**config.mk**
```make
export PLATFORM = sky130hd
export DESIGN_NAME = adsr_envelope_generator_core
export DESIGN_NICKNAME = d
export VERILOG_FILES = /design/src/sv/adsr_pkg.sv /design/src/sv/adsr_envelope_generator_core.sv /design/src/sv/adsr_step.sv
export SDC_FILE = /design/constraint.sdc
export NUM_CORES = 2
export LEC_CHECK = 0
export ABC_AREA = 1
export BUFFER_PORTS_ARGS = -buffer_cell sky130_fd_sc_hd__buf_2
export CAP_MARGIN = 10
export CORE_AREA = 2 2 256 258
export DETAILED_ROUTE_END_ITERATION = 10
export DIE_AREA = 0 0 258 260
export PLACE_DENSITY = 0.79
export SYNTH_ARGS = -nofsm -noshare
export SYNTH_HDL_FRONTEND = slang
export SYNTH_SLANG_ARGS = --single-unit
```
**constraint.sdc**
```tcl
create_clock -name aclk -period 7.5 [get_ports aclk]
set_input_delay 0.75 -clock aclk [delete_from_list [all_inputs] [get_ports aclk]]
set_output_delay 0.75 -clock aclk [all_outputs]
set_load 0.01 [all_outputs]
```
**src/sv/adsr_pkg.sv**
```systemverilog
// shared types and constants for the adsr envelope generator
package adsr_pkg;

    localparam int LEVEL_W   = 17;
    localparam int GAIN_W    = 16;
    localparam int BYTE_W    = 8;
    localparam int CFG_W     = 17;
    localparam int CFG_IDX_W = 3;
    localparam int TERM_W    = 18;

    localparam logic [LEVEL_W-1:0] ONE_Q16 = 17'h10000;

    localparam logic [CFG_IDX_W-1:0] REG_ATTACK_STEP       = 3'd0;
    localparam logic [CFG_IDX_W-1:0] REG_DECAY_TARGET_GAIN = 3'd1;
    localparam logic [CFG_IDX_W-1:0] REG_DECAY_HOLD_GAIN   = 3'd2;
    localparam logic [CFG_IDX_W-1:0] REG_SUSTAIN_LEVEL     = 3'd3;
    localparam logic [CFG_IDX_W-1:0] REG_RELEASE_GAIN      = 3'd4;
    localparam logic [CFG_IDX_W-1:0] REG_RETRIGGER_CLEARS  = 3'd5;

    localparam logic [LEVEL_W-1:0] RST_ATTACK_STEP       = 17'h10000;
    localparam logic [LEVEL_W-1:0] RST_DECAY_TARGET_GAIN = 17'h10000;
    localparam logic [GAIN_W-1:0]  RST_DECAY_HOLD_GAIN   = 16'h0000;
    localparam logic [LEVEL_W-1:0] RST_SUSTAIN_LEVEL     = 17'h08000;
    localparam logic [GAIN_W-1:0]  RST_RELEASE_GAIN      = 16'h0000;

    typedef enum logic [1:0] {
        STAGE_ATTACK  = 2'd0,
        STAGE_DECAY   = 2'd1,
        STAGE_RELEASE = 2'd2
    } stage_t;

    typedef struct packed {
        logic [LEVEL_W-1:0] attack_step;
        logic [GAIN_W-1:0]  decay_hold_gain;
        logic [GAIN_W-1:0]  release_gain;
        logic               retrigger_clears;
    } cfg_t;

    typedef struct packed {
        logic [BYTE_W-1:0]  last_trigger;
        logic [BYTE_W-1:0]  last_gate;
        stage_t             stage;
        logic [LEVEL_W-1:0] level;
    } env_state_t;

endpackage

```
**src/sv/adsr_envelope_generator_core.sv**
```systemverilog
// adsr envelope generator top level: config registers, input and result registers
// accepted input word: input register, then envelope state and result register
// throughput: one word per cycle unless m_ready stalls; combinational update loop
// the sustain term is a product of two config registers, formed in the update cycle
// reset: aresetn synchronous active low; config to defaults, stage release, level zero
// both pipeline registers empty after reset; no clearing pass
module adsr_envelope_generator_core (
    input  logic                             aclk,
    input  logic                             aresetn,
    input  logic                             s_valid,
    output logic                             s_ready,
    input  logic [adsr_pkg::BYTE_W-1:0]      s_trigger_value,
    input  logic [adsr_pkg::BYTE_W-1:0]      s_gate_value,
    output logic                             m_valid,
    input  logic                             m_ready,
    output logic [adsr_pkg::LEVEL_W-1:0]     m_envelope_level,
    input  logic                             cfg_wr_en,
    input  logic [adsr_pkg::CFG_IDX_W-1:0]   cfg_addr,
    input  logic [adsr_pkg::CFG_W-1:0]       cfg_wdata
);

    logic [adsr_pkg::LEVEL_W-1:0] attack_step_reg;
    logic [adsr_pkg::LEVEL_W-1:0] decay_target_gain_reg;
    logic [adsr_pkg::GAIN_W-1:0]  decay_hold_gain_reg;
    logic [adsr_pkg::LEVEL_W-1:0] sustain_level_reg;
    logic [adsr_pkg::GAIN_W-1:0]  release_gain_reg;
    logic                         retrigger_clears_reg;

    logic [33:0]                  sustain_prod;
    logic [adsr_pkg::TERM_W-1:0]  sustain_term;

    logic                         in_valid_reg;
    logic [adsr_pkg::BYTE_W-1:0]  in_trigger_reg;
    logic [adsr_pkg::BYTE_W-1:0]  in_gate_reg;

    logic                         out_valid_reg;
    logic [adsr_pkg::LEVEL_W-1:0] out_level_reg;

    adsr_pkg::env_state_t         state_reg;
    adsr_pkg::env_state_t         state_next;
    adsr_pkg::cfg_t               cfg;
    logic                         advance;

    // config registers
    always_ff @(posedge aclk) begin
        if (!aresetn) begin
            attack_step_reg       <= adsr_pkg::RST_ATTACK_STEP;
            decay_target_gain_reg <= adsr_pkg::RST_DECAY_TARGET_GAIN;
            decay_hold_gain_reg   <= adsr_pkg::RST_DECAY_HOLD_GAIN;
            sustain_level_reg     <= adsr_pkg::RST_SUSTAIN_LEVEL;
            release_gain_reg      <= adsr_pkg::RST_RELEASE_GAIN;
            retrigger_clears_reg  <= 1'b0;
        end else if (cfg_wr_en) begin
            case (cfg_addr)
                adsr_pkg::REG_ATTACK_STEP:       attack_step_reg       <= cfg_wdata;
                adsr_pkg::REG_DECAY_TARGET_GAIN: decay_target_gain_reg <= cfg_wdata;
                adsr_pkg::REG_DECAY_HOLD_GAIN: begin
                    decay_hold_gain_reg <= cfg_wdata[adsr_pkg::GAIN_W-1:0];
                end
                adsr_pkg::REG_SUSTAIN_LEVEL:     sustain_level_reg     <= cfg_wdata;
                adsr_pkg::REG_RELEASE_GAIN: begin
                    release_gain_reg <= cfg_wdata[adsr_pkg::GAIN_W-1:0];
                end
                adsr_pkg::REG_RETRIGGER_CLEARS:  retrigger_clears_reg  <= cfg_wdata[0];
                default: ;
            endcase
        end
    end

    assign sustain_prod = 34'(sustain_level_reg) * 34'(decay_target_gain_reg);
    assign sustain_term = sustain_prod[33:16];

    assign cfg.attack_step      = attack_step_reg;
    assign cfg.decay_hold_gain  = decay_hold_gain_reg;
    assign cfg.release_gain     = release_gain_reg;
    assign cfg.retrigger_clears = retrigger_clears_reg;

    assign advance = in_valid_reg && (!out_valid_reg || m_ready);
    assign s_ready = !in_valid_reg || advance;

    // input word register
    always_ff @(posedge aclk) begin
        if (!aresetn) begin
            in_valid_reg <= 1'b0;
        end else if (s_ready) begin
            in_valid_reg <= s_valid;
        end
        if (s_valid && s_ready) begin
            in_trigger_reg <= s_trigger_value;
            in_gate_reg    <= s_gate_value;
        end
    end

    adsr_step u_step (
        .trigger_value (in_trigger_reg),
        .gate_value    (in_gate_reg),
        .state_cur     (state_reg),
        .cfg           (cfg),
        .sustain_term  (sustain_term),
        .state_new     (state_next)
    );

    // envelope state and result word register
    always_ff @(posedge aclk) begin
        if (!aresetn) begin
            state_reg.last_trigger <= '0;
            state_reg.last_gate    <= '0;
            state_reg.stage        <= adsr_pkg::STAGE_RELEASE;
            state_reg.level        <= '0;
            out_valid_reg          <= 1'b0;
        end else if (advance) begin
            state_reg     <= state_next;
            out_valid_reg <= 1'b1;
        end else if (m_ready) begin
            out_valid_reg <= 1'b0;
        end
        if (advance) begin
            out_level_reg <= state_next.level;
        end
    end

    assign m_valid          = out_valid_reg;
    assign m_envelope_level = out_level_reg;

    a_level_bound: assert property (@(posedge aclk) disable iff (!aresetn)
        state_reg.level <= adsr_pkg::ONE_Q16)
        else $error("envelope level above one");

    a_out_bound: assert property (@(posedge aclk) disable iff (!aresetn)
        m_valid |-> (m_envelope_level <= adsr_pkg::ONE_Q16))
        else $error("result word above one");

    a_out_tracks_state: assert property (@(posedge aclk) disable iff (!aresetn)
        advance |=> (m_valid && (m_envelope_level == state_reg.level)))
        else $error("result word differs from envelope state");

    a_stall_cause: assert property (@(posedge aclk) disable iff (!aresetn)
        !s_ready |-> (in_valid_reg && out_valid_reg && !m_ready))
        else $error("input stalled without a blocked result");

    a_idle_state: assert property (@(posedge aclk) disable iff (!aresetn)
        !advance |=> $stable(state_reg))
        else $error("envelope state moved without a word");

endmodule

```
**src/sv/adsr_step.sv**
```systemverilog
// one envelope tick: trigger and gate handling, then attack, decay or release update
module adsr_step (
    input  logic [adsr_pkg::BYTE_W-1:0] trigger_value,
    input  logic [adsr_pkg::BYTE_W-1:0] gate_value,
    input  adsr_pkg::env_state_t        state_cur,
    input  adsr_pkg::cfg_t              cfg,
    input  logic [adsr_pkg::TERM_W-1:0] sustain_term,
    output adsr_pkg::env_state_t        state_new
);

    logic                          trig_change;
    logic                          gate_fall;
    adsr_pkg::stage_t              stage_pre;
    logic [adsr_pkg::LEVEL_W-1:0]  level_pre;
    logic [adsr_pkg::LEVEL_W:0]    attack_sum;
    logic [32:0]                   hold_prod;
    logic [18:0]                   decay_sum;
    logic [32:0]                   release_prod;

    assign trig_change = (trigger_value != state_cur.last_trigger);
    assign gate_fall   = (gate_value != state_cur.last_gate) && (gate_value == '0);

    always_comb begin
        if (gate_fall) begin
            stage_pre = adsr_pkg::STAGE_RELEASE;
        end else if (trig_change) begin
            stage_pre = adsr_pkg::STAGE_ATTACK;
        end else begin
            stage_pre = state_cur.stage;
        end
        level_pre = (trig_change && cfg.retrigger_clears) ? '0 : state_cur.level;
    end

    assign attack_sum   = {1'b0, level_pre} + {1'b0, cfg.attack_step};
    assign hold_prod    = 33'(level_pre) * 33'(cfg.decay_hold_gain);
    assign decay_sum    = 19'(sustain_term) + 19'(hold_prod[32:16]);
    assign release_prod = 33'(level_pre) * 33'(cfg.release_gain);

    always_comb begin
        state_new.last_trigger = trigger_value;
        state_new.last_gate    = gate_value;
        state_new.stage        = stage_pre;
        state_new.level        = level_pre;
        case (stage_pre)
            adsr_pkg::STAGE_ATTACK: begin
                if (attack_sum > 18'(adsr_pkg::ONE_Q16)) begin
                    state_new.level = adsr_pkg::ONE_Q16;
                    state_new.stage = adsr_pkg::STAGE_DECAY;
                end else begin
                    state_new.level = attack_sum[adsr_pkg::LEVEL_W-1:0];
                end
            end
            adsr_pkg::STAGE_DECAY: begin
                if (decay_sum > 19'(adsr_pkg::ONE_Q16)) begin
                    state_new.level = adsr_pkg::ONE_Q16;
                end else begin
                    state_new.level = decay_sum[adsr_pkg::LEVEL_W-1:0];
                end
            end
            adsr_pkg::STAGE_RELEASE: begin
                state_new.level = release_prod[32:16];
            end
            default: begin
                state_new.level = level_pre;
            end
        endcase
    end

endmodule
```
==> impl_results.md <==
* Final ANT Viol Nets at 0
* Post-synthesis compound-gate area fraction at 6.78%
* Post-route DRC violation count at 0
* Final setup viols at 34
* Total placed cells including tap cells at 5,672
* Syn_nets at around 5.6k
* Vias in the first global route at 33.0k
* Commonest cells after routing, fill and taps aside: inv_1 (986), nand2_1 (958), fa_1 (628)
* Mean area per synthesized cell at 7.68 sq um
* Failing checks: negative setup slack
* Die X at about 260 um
* CTS Root Buffer Type: clkbuf_16
* # H-tree levels at 4
* Hold slack final at 0.457 ns
* Core footprint at 0.0641 sq mm
* Multiplexer area fraction after synthesis at 0%
* Antenna violations before repair at 0
* Max Fanout on Critical Path at 8
* Element type at the critical path end: flip-flop
* Min Tclk post-route at 8.21 ns
* Initial Util at 54.8%
* Worst-skew pair later-pin latency at 0.46 ns
* Slew Limit Fails at 0
* Final Hold Viols at 0
* Final setup skew at 0.0165 ns
* Fmax at 0.122 GHz
* Wire per inst at 19.1 um
* Total GRT Usage at 33.6%
* Hold Buf Count CTS at 0
* Drt pass-1 iters at 8
* PD cells at 74.1 mW/mm^2
* Slew margin rel. at 27.7%
* DRT Wirelength at 110,000 um
* DRT met1 WL at about 41,000 um
* Final period utilization at 109%
* Commonest non-fill, non-tap cell in the layout: inv_1
* Req. time, crit path at 7.89 ns
* Max FFs per register at 35
* Synth Area in Adders at 48.6%
* Vias per cell at 5.50
* Xor and xnor area share after synthesis at 1.69%
* Status: complete, but fails checks
* CP bufs+invs at 8
* Global-route wire length before repair at 175,000 um
* Critical path start-end classification: flip-flop to flip-flop
* # clock sinks at ~150
* Register area share after synthesis at roughly a tenth
* Synthesized area at 0.0351 sq mm
* Die Height at 260 um
* Tightest Hold Check Type: input port to flip-flop
* CP top delay family: adder cells
* Peak supply drop at 0.147 mV
* Final setup margin at -0.709 ns
* Worst-path clk slew at roughly 0.080 ns
* WL met3 at 9990 um
* Site Rows at 93
* Overflow left after global routing at 0
* Yosys top cell by area: fa_1
* Die ar. at 0.0671 sq mm
* Max_cap viols at 0
* Startpoint Class: flip-flop
* Longest Clk Path Bufs at 2
* CTS tree: done
* RSZ-0062 raised after global routing: true
* Ratio of cells with drive above 1 in the final layout at 14.2%
* I/O Buffers at 59
* P_leak at 20.5 nW
* Highest Signal Layer: met4
* DR vias at 31.5k
* Synth cell types at 59
* #FFs+latches synth at 154
* Post-DP HPWL at 91,000 um
* Layout Cells excl Fill at 5,732
* Worst path slowest cell: fa_2
* WL met2 at 51,800 um
* Worst path max stage delay at 0.57 ns
* TNS Setup at -20.70 ns
* Cell Area, Placed at slightly below 0.04 sq mm
* 1st-iter DRT viols at 2,777
* Mapped Cells at 4,570
* Synth warnings at 0
* Largest net degree at the start of global routing at just over 60
* Finished Cell Area at roughly 0.040 sq mm
* Net count, final at 5,887
* GPL Wtd Cong at 1.04
* CTS Buf Count at 17
* Synth-to-Final Area Change at 15.0%
* Simple-Gate Fraction of Synth Area at 20.1%
* Ant diodes at 0
* Largest family of logic cells by synthesized area: adder cells
* Num ports at 60
* Yosys top cell area share at 36.4%
* Worst slew pin tran at ~1.1 ns
* Critical path data arrival time at between 8 and 9 ns
* Top post-synthesis cells by area: fa_1 (36%), ha_1 (12%), inv_1 (11%)
## logic make-up after synthesis
group           count (synthesis)
xor+xnor                       67
buf+inv                      1211
compound gates                433
flops                         154
simple gates                 1723
fa+ha+maj                     982
## worst reg2reg max path: cells and delay by family (launching register included)
family	cells	cell delay, ns
xor+xnor	2	0.32
simple gates	17	2.06
compound gates	6	0.92
fa+ha+maj	8	3.64
buf+inv	8	0.81
flops	1	0.40
## through the flow
| step | util (%) | power [mW] | setup WS, ns |
|---|---|---|---|
| after floorplan | - | 1.50 | -0.0968 |
| after global placement | 60.7 | 1.93 | -0.838 |
| after detailed placement | 60.7 | 1.94 | -0.941 |
| after CTS | 62.7 | 2.94 | -0.559 |
| after global routing | 63.0 | 3.10 | -1.10 |
| final | 63.0 | 2.99 | -0.709 |
## cell usage after synthesis (all sizes together)
cell,instances
a21o,11
nand2,995
a211oi,3
inv,1005
xor2,35
a21oi,179
edfxtp,33
o221ai,1
and2,1
clkbuf,157
o211ai,2
o31ai,2
a311oi,2
xnor2,32
dfxtp,121
o21a,9
a211o,1
or2,5
fa,638
o211a,1
nand4,44
nor3b,1
buf,34
nor4,10
o21bai,6
a31oi,16
o221a,1
nand3,104
nor2,527
nor3,22
o2111ai,1
a21boi,5
a221oi,2
clkinv,15
and3,3
nand3b,11
o21ai,188
o311ai,3
ha,344
## final cells by class
type                    instances  area, sq um
multi-input cells            3206        27800
fillers                      5413        23700
inverters                    1020         3870
repair buffers                465         3580
flip-flops and latches        154         3410
well taps                     855         1070
clock buffers                  18          439
clock inverters                14          196
## per-layer routing
metal / vias to the layer above / GRT usage (%)
met5: - / 0
met4: 0 / 18.1
met3: 384 / 6.14
met2: 1533 / 56.9
met1: 15300 / 40.7
li1: 14300 / -
## final timing paths
| check | startpoint | endpoint | slack [ns] | depth (start not counted) |
|---|---|---|---|---|
| worst max-delay path | in_trigger_reg[4]$_DFFE_PP_ | state_reg[13]$_SDFFE_PN0P_ | -0.71 | 41 |
| worst min-delay path | s_gate_value[1] | in_gate_reg[1]$_DFFE_PP_ | 0.46 | 1 |
| worst max register to register | in_trigger_reg[4]$_DFFE_PP_ | state_reg[13]$_SDFFE_PN0P_ | -0.71 | 41 |
| worst min register to register | state_reg[32]$_SDFFE_PN0P_ | state_reg[32]$_SDFFE_PN0P_ | 0.48 | 2 |
## report_power, final
group          switching (mW)  internal (mW)  total, mW
Clock                   0.450          0.521      0.972
Sequential             0.0554          0.887      0.942
Combinational           0.659          0.418       1.08
Total                    1.17           1.83       2.99
## timing repair
action | 4_1_cts | 5_1_grt
gates cloned | 1 | 0
pin swaps | 26 | 18
resized for setup | 97 | 44
buffers inserted | 25 | 2
endpoints found under the setup margin | 34 | 34
No activity file was read; power rests on OpenSTA's default activity.
